<file path="src/rtl/rars_pkg.sv">
// ----------------------------------------------------------------------------
// rars_pkg
// Shared widths, command codes and the command and status structs that
// join the range assign / range sum controller and its datapath.
// ----------------------------------------------------------------------------
`default_nettype none

package rars_pkg;

    // Field widths of the words on the two channels.
    localparam int CMD_W   = 2;
    localparam int IDX_W   = 16;
    localparam int VAL_W   = 16;
    localparam int SUM_W   = 32;
    localparam int LC_W    = 17;

    // Default tree capacity and the leaf count after reset.
    localparam int MAX_LEAVES_DEF = 65536;
    localparam logic [LC_W-1:0] LC_RESET = 17'h10000;

    // Command codes of the input word.
    localparam logic [CMD_W-1:0] CMD_ASSIGN = 2'd0;
    localparam logic [CMD_W-1:0] CMD_SUM    = 2'd1;
    localparam logic [CMD_W-1:0] CMD_CLEAR  = 2'd2;

    // Datapath operations issued by the controller, one per cycle.
    typedef enum logic [4:0] {
        OP_NONE,
        OP_LOAD,
        OP_ROOT_CLR,
        OP_PATH_INIT,
        OP_PUSH_RD,
        OP_PUSH_WSELF,
        OP_PUSH_WC0,
        OP_PUSH_WC1,
        OP_PUSH_ADV,
        OP_WALK_INIT,
        OP_WL_TAG,
        OP_WL_RD,
        OP_WL_ACC,
        OP_WR_TAG,
        OP_WR_RD,
        OP_WR_ACC,
        OP_W_SHIFT,
        OP_RB_INIT,
        OP_RB_RD,
        OP_RB_RDC0,
        OP_RB_HOLD,
        OP_RB_WR,
        OP_RB_ADV,
        OP_OUT
    } t_dp_op;

    typedef struct packed {
        t_dp_op op;
    } t_dp_cmd;

    typedef struct packed {
        logic pending;    // last node read carries a pending fill
        logic h_one;      // height counter is one
        logic h_top;      // height counter is at the root height
        logic path_r;     // working on the right boundary path
        logic walk_done;  // left walk index has met the right one
        logic wl_odd;
        logic wr_odd;
        logic is_assign;
        logic is_clear;
        logic bad;        // command rejected
        logic out_free;   // output register can take a word
    } t_dp_sts;

endpackage

`default_nettype wire

</file>
<file path="src/rtl/rars_ctrl.sv">
// ----------------------------------------------------------------------------
// rars_ctrl
// Sequencer for one command: push pending fills down both boundary paths,
// walk the covering nodes, rebuild the boundary paths after an assign.
// ----------------------------------------------------------------------------
`default_nettype none

module rars_ctrl
    import rars_pkg::*;
(
    input  wire logic    i_clk,
    input  wire logic    i_rst_n,
    input  wire logic    i_in_valid,
    output logic         o_in_stall,
    input  wire t_dp_sts i_sts,
    output t_dp_cmd      o_cmd
);

    typedef enum logic [4:0] {
        S_IDLE, S_DECODE,
        S_PUSH_RD, S_PUSH_CHK, S_PUSH_WS, S_PUSH_WC0, S_PUSH_WC1, S_PUSH_ADV,
        S_W_L, S_W_LA, S_W_R, S_W_RA, S_W_SH,
        S_RB_RD, S_RB_CHK, S_RB_C1, S_RB_WR, S_RB_ADV,
        S_DONE
    } t_state;

    t_state r_state, n_state;
    t_dp_op n_op;

    // Next state and the datapath operation of this cycle.
    always_comb begin
        n_state = r_state;
        n_op    = OP_NONE;
        unique case (r_state)
            S_IDLE: begin
                if (i_in_valid) begin
                    n_op    = OP_LOAD;
                    n_state = S_DECODE;
                end
            end
            S_DECODE: begin
                if (i_sts.is_clear) begin
                    n_op    = OP_ROOT_CLR;
                    n_state = S_DONE;
                end else if (i_sts.bad) begin
                    n_state = S_DONE;
                end else begin
                    n_op    = OP_PATH_INIT;
                    n_state = S_PUSH_RD;
                end
            end
            S_PUSH_RD: begin
                n_op    = OP_PUSH_RD;
                n_state = S_PUSH_CHK;
            end
            S_PUSH_CHK: begin
                n_state = i_sts.pending ? S_PUSH_WS : S_PUSH_ADV;
            end
            S_PUSH_WS: begin
                n_op    = OP_PUSH_WSELF;
                n_state = S_PUSH_WC0;
            end
            S_PUSH_WC0: begin
                n_op    = OP_PUSH_WC0;
                n_state = S_PUSH_WC1;
            end
            S_PUSH_WC1: begin
                n_op    = OP_PUSH_WC1;
                n_state = S_PUSH_ADV;
            end
            S_PUSH_ADV: begin
                if (i_sts.h_one && i_sts.path_r) begin
                    n_op    = OP_WALK_INIT;
                    n_state = S_W_L;
                end else begin
                    n_op    = OP_PUSH_ADV;
                    n_state = S_PUSH_RD;
                end
            end
            S_W_L: begin
                if (i_sts.walk_done) begin
                    if (i_sts.is_assign) begin
                        n_op    = OP_RB_INIT;
                        n_state = S_RB_RD;
                    end else begin
                        n_state = S_DONE;
                    end
                end else if (i_sts.wl_odd) begin
                    n_op    = i_sts.is_assign ? OP_WL_TAG : OP_WL_RD;
                    n_state = i_sts.is_assign ? S_W_R : S_W_LA;
                end else begin
                    n_state = S_W_R;
                end
            end
            S_W_LA: begin
                n_op    = OP_WL_ACC;
                n_state = S_W_R;
            end
            S_W_R: begin
                if (i_sts.wr_odd) begin
                    n_op    = i_sts.is_assign ? OP_WR_TAG : OP_WR_RD;
                    n_state = i_sts.is_assign ? S_W_SH : S_W_RA;
                end else begin
                    n_state = S_W_SH;
                end
            end
            S_W_RA: begin
                n_op    = OP_WR_ACC;
                n_state = S_W_SH;
            end
            S_W_SH: begin
                n_op    = OP_W_SHIFT;
                n_state = S_W_L;
            end
            S_RB_RD: begin
                n_op    = OP_RB_RD;
                n_state = S_RB_CHK;
            end
            S_RB_CHK: begin
                if (i_sts.pending) begin
                    n_state = S_RB_ADV;
                end else begin
                    n_op    = OP_RB_RDC0;
                    n_state = S_RB_C1;
                end
            end
            S_RB_C1: begin
                n_op    = OP_RB_HOLD;
                n_state = S_RB_WR;
            end
            S_RB_WR: begin
                n_op    = OP_RB_WR;
                n_state = S_RB_ADV;
            end
            S_RB_ADV: begin
                if (i_sts.h_top && i_sts.path_r) begin
                    n_state = S_DONE;
                end else begin
                    n_op    = OP_RB_ADV;
                    n_state = S_RB_RD;
                end
            end
            S_DONE: begin
                if (i_sts.out_free) begin
                    n_op    = OP_OUT;
                    n_state = S_IDLE;
                end
            end
            default: begin
                n_state = S_IDLE;
            end
        endcase
    end

    // State register.
    always_ff @(posedge i_clk) begin
        if (!i_rst_n) begin
            r_state <= S_IDLE;
        end else begin
            r_state <= n_state;
        end
    end

    assign o_in_stall = (r_state != S_IDLE);
    assign o_cmd.op   = n_op;

endmodule

`default_nettype wire

</file>
<file path="config.mk">
export PLATFORM = sky130hd
export DESIGN_NAME = rars_ctrl
export DESIGN_NICKNAME = d
export VERILOG_FILES = /design/src/rtl/rars_pkg.sv /design/src/rtl/rars_ctrl.sv
export SDC_FILE = /design/constraint.sdc
export NUM_CORES = 1
export LEC_CHECK = 0
export BUFFER_PORTS_ARGS = -buffer_cell sky130_fd_sc_hd__buf_4
export CORE_MARGIN = 5
export CORE_UTILIZATION = 42
export DETAILED_ROUTE_END_ITERATION = 10
export HOLD_SLACK_MARGIN = 0.1
export PLACE_DENSITY_LB_ADDON = 0.12
export SLEW_MARGIN = 20
export SYNTH_ARGS = -nofsm -noshare
export SYNTH_HDL_FRONTEND = slang
export SYNTH_SLANG_ARGS = --single-unit
</file>
<file path="constraint.sdc">
create_clock -name i_clk -period 1.8 [get_ports i_clk]
set_clock_uncertainty 0.1 [all_clocks]
set_input_delay 0.18 -clock i_clk [delete_from_list [all_inputs] [get_ports i_clk]]
set_output_delay 0.18 -clock i_clk [all_outputs]
set_load 0.05 [all_outputs]
</file>
; Yosys cells after proc, flatten, opt, wreduce, memory -nomap -nowiden
; Cells that the tools add are included.
[totals]
register_bits = 5
out_inout_bits = 6
[op_classes]
n_eq_ne = 20
n_mux = 29
n_reduce_logical = 5
[ops]
columns = op, n
row1 = $pmux 5 s19, 1
row2 = $pmux 5 s18, 1
row3 = $mux 5, 13
row4 = $eq 5x4->1 const B, 8
row5 = $eq 5x3->1 const B, 4
row6 = $eq 5x5->1 const B, 3
row7 = $mux 2, 6
row8 = $mux 4, 3
row9 = $eq 5x2->1 const B, 2
row10 = $mux 3, 2
row11 = $eq 5x1->1 const B, 1
row12 = $logic_not 5->1, 1
row13 = $reduce_bool 5->1, 1
row14 = $ne 2x2->1 const B, 2
row15 = $mux 1, 3
row16 = $logic_and 1x1->1, 2
row17 = $reduce_and 2->1, 1

; Depth between registers and ports, before layout
[logic_depth]
word_depth = 4
mapped_depth = 6
depth_no_buf = 4

; Least setup slack after synthesis
; Ideal clock, no wire load.
[synth_path]
kind = register to output
from = register r_state[0]
to = output o_cmd[4] (netlist name)
t_arrival_ns = 2.382
t_required_ns = 1.520
path_slack_ns = -0.862
stages_incl_launch_ff = 7
path_buffers = 2
path_cell_list = dfxtp_1 > buf_6 > buf_4 > inv_2 > a21oi_1 > nor2_1 > o41ai_1
[synth_rtl]
columns = element, line
row1 = start: declaration, rars_ctrl.sv:27  ; t_state r_state, n_state;
row2 = start signal: assignment, rars_ctrl.sv:160  ; r_state <= n_state;
row3 = end: declaration, rars_ctrl.sv:16  ; output t_dp_cmd o_cmd

==> impl_metrics.py <==
metrics = {
    "status": {
        "status": "finished, violations left",
        "violations": "setup timing",
    },
    "detailed_routing": {
        "via_per_inst": 6.02,
        "vias": 1072,
        "routed_wl_um": 2800,
        "drt_iter0_markers": 67,
        "drt-pass1-iter-count": 4,
        "ant_nets": 0,
        "remaining_drc_errors": 0,
        "wl_per_cell_um": 15.7,
    },
    "setup_path": {
        "cpPeakStageDelay_ns": 0.56,
        "required_ns": 1.52,
        "crit_arrival_ns": 1.62,
        "critPathLaunchType": "register",
        "setup.worst_path.end_class": "primary output",
        "crit_path_top_delay_cell": "or4_4",
        "crit_chain": "or4_4, nor2_4, a41oi_2, nand4_1, buf_6",
        "critPathMaxFanout": 6,
        "worstSetupPathType": "register to primary output",
    },
    "cells_and_area": {
        "area_growth_pct": 52.3,
        "diodes": 0,
        "nFillCells": 182,
        "drive_gt1_share_pct": 43.7,
        "seq_area_um2": 115,
        "regMostFlops": "r_state",
        "largest_reg_flops": 5,
        "top_regs": "r_state x5",
        "multiInputGateArea_um2": 742,
        "final_nets": 166,
    },
    "global_routing": {
        "use_met2_pct": 36.1,
        "grtUsageMet1_pct": 26.8,
        "grt_pass1_wl_um": 4530,
        "grt_use_total_pct": 20.8,
        "grt_pass1_vias": 1017,
        "use_met3_pct": 1.36,
        "top_usage_layer": "met2",
        "antenna_found_initial": 0,
        "grt_max_degree": 16,
        "overflow": 0,
    },
    "power": {
        "irDropWorstVdd_uv": 1120,
        "cellLeakagePower_uw": 0.000467,
        "p_per_area_nw_per_um2": 1550,
        "fin_total_pwr_uw": 1950,
    },
    "synth": {
        "syn_avg_cell_area_um2": 6.78,
        "syn_inst": 122,
        "syn-cell-area_um2": 827,
        "synth-main-ff-cell": "dfxtp_1",
        "ys_warn_count": 0,
        "syn_nets": 136,
        "synth_seq_cells": 5,
        "synth_edf_count": 0,
        "yosysSeqAreaShare_pct": 12.1,
        "yosys.cell_types.count": 47,
        "async_reset_ff_share_pct": 0,
    },
    "sta": {
        "tightest_slew_ns": 0.417,
        "finalHoldWorstSlack_ns": 0.216,
        "fin_setup_tns_ns": -0.309,
        "setup_viol": 4,
        "finalMaxSlewViolations": 0,
        "period_share_pct": 106,
        "period_needed_ns": 1.90,
        "grt_setup_unrepaired": "yes",
        "hold_viol_final": 0,
        "max_freq_mhz": 526,
        "relSlewSlack_pct": 71.8,
        "setup_slack_ns": -0.102,
    },
    "floorplanning": {
        "start_util_pct": 43.0,
        "core_um2": 1920,
        "ios": 20,
        "die_area_um2": 2960,
        "die_h_um": 54.4,
        "die_width_um": 54.4,
        "fp-row-count": 16,
    },
    "placed_design": {
        "dpl.hpwl_um": 2060,
        "place_congestion": 0.902,
        "dpl_worst_slack_ns": 0.0171,
        "port_buffers": 19,
    },
    "clocking": {
        "cts_tree": "done",
        "clock_latency_ns": 0.24,
        "numCtsBuffers": 3,
        "clockBufferDepth": 2,
        "cts_sinks": 5,
        "htreeDepth": 1,
        "clk_pin_slew_ns": 0.04,
        "cts_root_buffer": "clkbuf_4",
    },
    "flow_run": {
        "max-cap-violations": 0,
    },
    "worst_hold_path": {
        "hold_class": "input pin to register",
    },
}
[layout make-up]
type                    count  share of cell area, %
repair buffers             35                   25.4
well taps                  27                   2.68
clock buffers               4                   2.09
inverters                   6                   1.79
multi-input cells         101                   58.9
flip-flops and latches      5                   9.14
[cell usage after synthesis, types with 2 or more instances]
| cell type | n | area [µm²] |
|---|---|---|
| a21oi_1 | 10 | 50.1 |
| a31oi_1 | 3 | 18.8 |
| a41oi_1 | 2 | 17.5 |
| buf_2 | 3 | 15.0 |
| buf_4 | 3 | 22.5 |
| buf_6 | 4 | 45.0 |
| dfxtp_1 | 5 | 100 |
| inv_1 | 3 | 11.3 |
| inv_2 | 3 | 11.3 |
| nand2_1 | 10 | 37.5 |
| nand2b_1 | 7 | 43.8 |
| nand3_1 | 2 | 10.0 |
| nand4_1 | 3 | 18.8 |
| nor2_1 | 11 | 41.3 |
| nor2b_1 | 7 | 43.8 |
| nor3_1 | 3 | 15.0 |
| nor3_2 | 2 | 20.0 |
| nor4_1 | 2 | 12.5 |
| o211ai_1 | 2 | 15.0 |
| o21ai_0 | 6 | 30.0 |
| o21ai_1 | 2 | 10.0 |
| o41ai_1 | 2 | 17.5 |
| or2_1 | 2 | 12.5 |
| or3_1 | 2 | 12.5 |
[cells in the final DEF (no fill, tap or decap), drive strengths merged, types with 3 or more instances in the layout]
| cell type | netlist | layout |
|---|---|---|
| a21oi | 10 | 10 |
| a31oi | 3 | 3 |
| dfxtp | 5 | 5 |
| nor2 | 12 | 12 |
| nor3 | 5 | 5 |
| nand2b | 7 | 7 |
| buf | 10 | 34 |
| inv | 6 | 6 |
| nor2b | 7 | 7 |
| nand4 | 3 | 3 |
| clkbuf | 0 | 4 |
| o21ai | 8 | 8 |
| nand2 | 11 | 11 |
[cells by family after synthesis]
logic type,synth area share (%)
AND/OR/NAND/NOR,39.6
AO/OA/AOI/OAI,35.6
buffers and inverters,12.7
flip-flops,12.1
[worst max-delay path: cells and delay by family, from the launching register on]
family / cells / cell delay, ns
and+or+nand+nor: 3 / 0.82
AOI/OAI and AO/OA: 1 / 0.04
DFF: 1 / 0.36
buffers and inverters: 1 / 0.17
[worst paths after layout]
| check | startpoint | endpoint | slack, ns | cells past startpoint |
|---|---|---|---|---|
| setup / recovery | r_state[2]$_SDFFE_PN0P_ | o_cmd[0] | -0.10 | 5 |
| setup reg to reg | r_state[2]$_SDFFE_PN0P_ | r_state[1]$_SDFFE_PN0P_ | 0.16 | 4 |
| hold reg to reg | r_state[2]$_SDFFE_PN0P_ | r_state[0]$_SDFFE_PN0P_ | 0.58 | 2 |
| hold / removal | i_in_valid | r_state[0]$_SDFFE_PN0P_ | 0.22 | 3 |
[per-layer routing]
metal,wire [µm],vias to the layer above
met2,1440,48
li1,-,520
met5,0,-
met4,25,0
met3,185,4
met1,1150,500
[power by group]
part	internal, µW	total (µW)	leakage (µW)	switching [µW]
Sequential	161	233	0.0000438	72.4
Combinational	663	1600	0.000408	933
Clock	83.5	125	0.0000150	41.6
Total	907	1950	0.000467	1050
[stage by stage]
step,util [%],cell area [µm²],instances
after floorplan,-,851,122
after global placement,54.5,1050,170
after detailed placement,54.5,1050,170
after CTS,60.5,1160,175
after global routing,65.6,1260,178
final,65.6,1260,178
[timing repair]
item                                    4_1_cts  5_1_grt
buffers inserted                              0        3
hold endpoints to repair                      1        0
pin swaps                                     6       10
endpoints found under the setup margin        5        5
gates resized for setup                      22       16
hold buffers                                  1        0
Power figures use the tool's default switching activity.
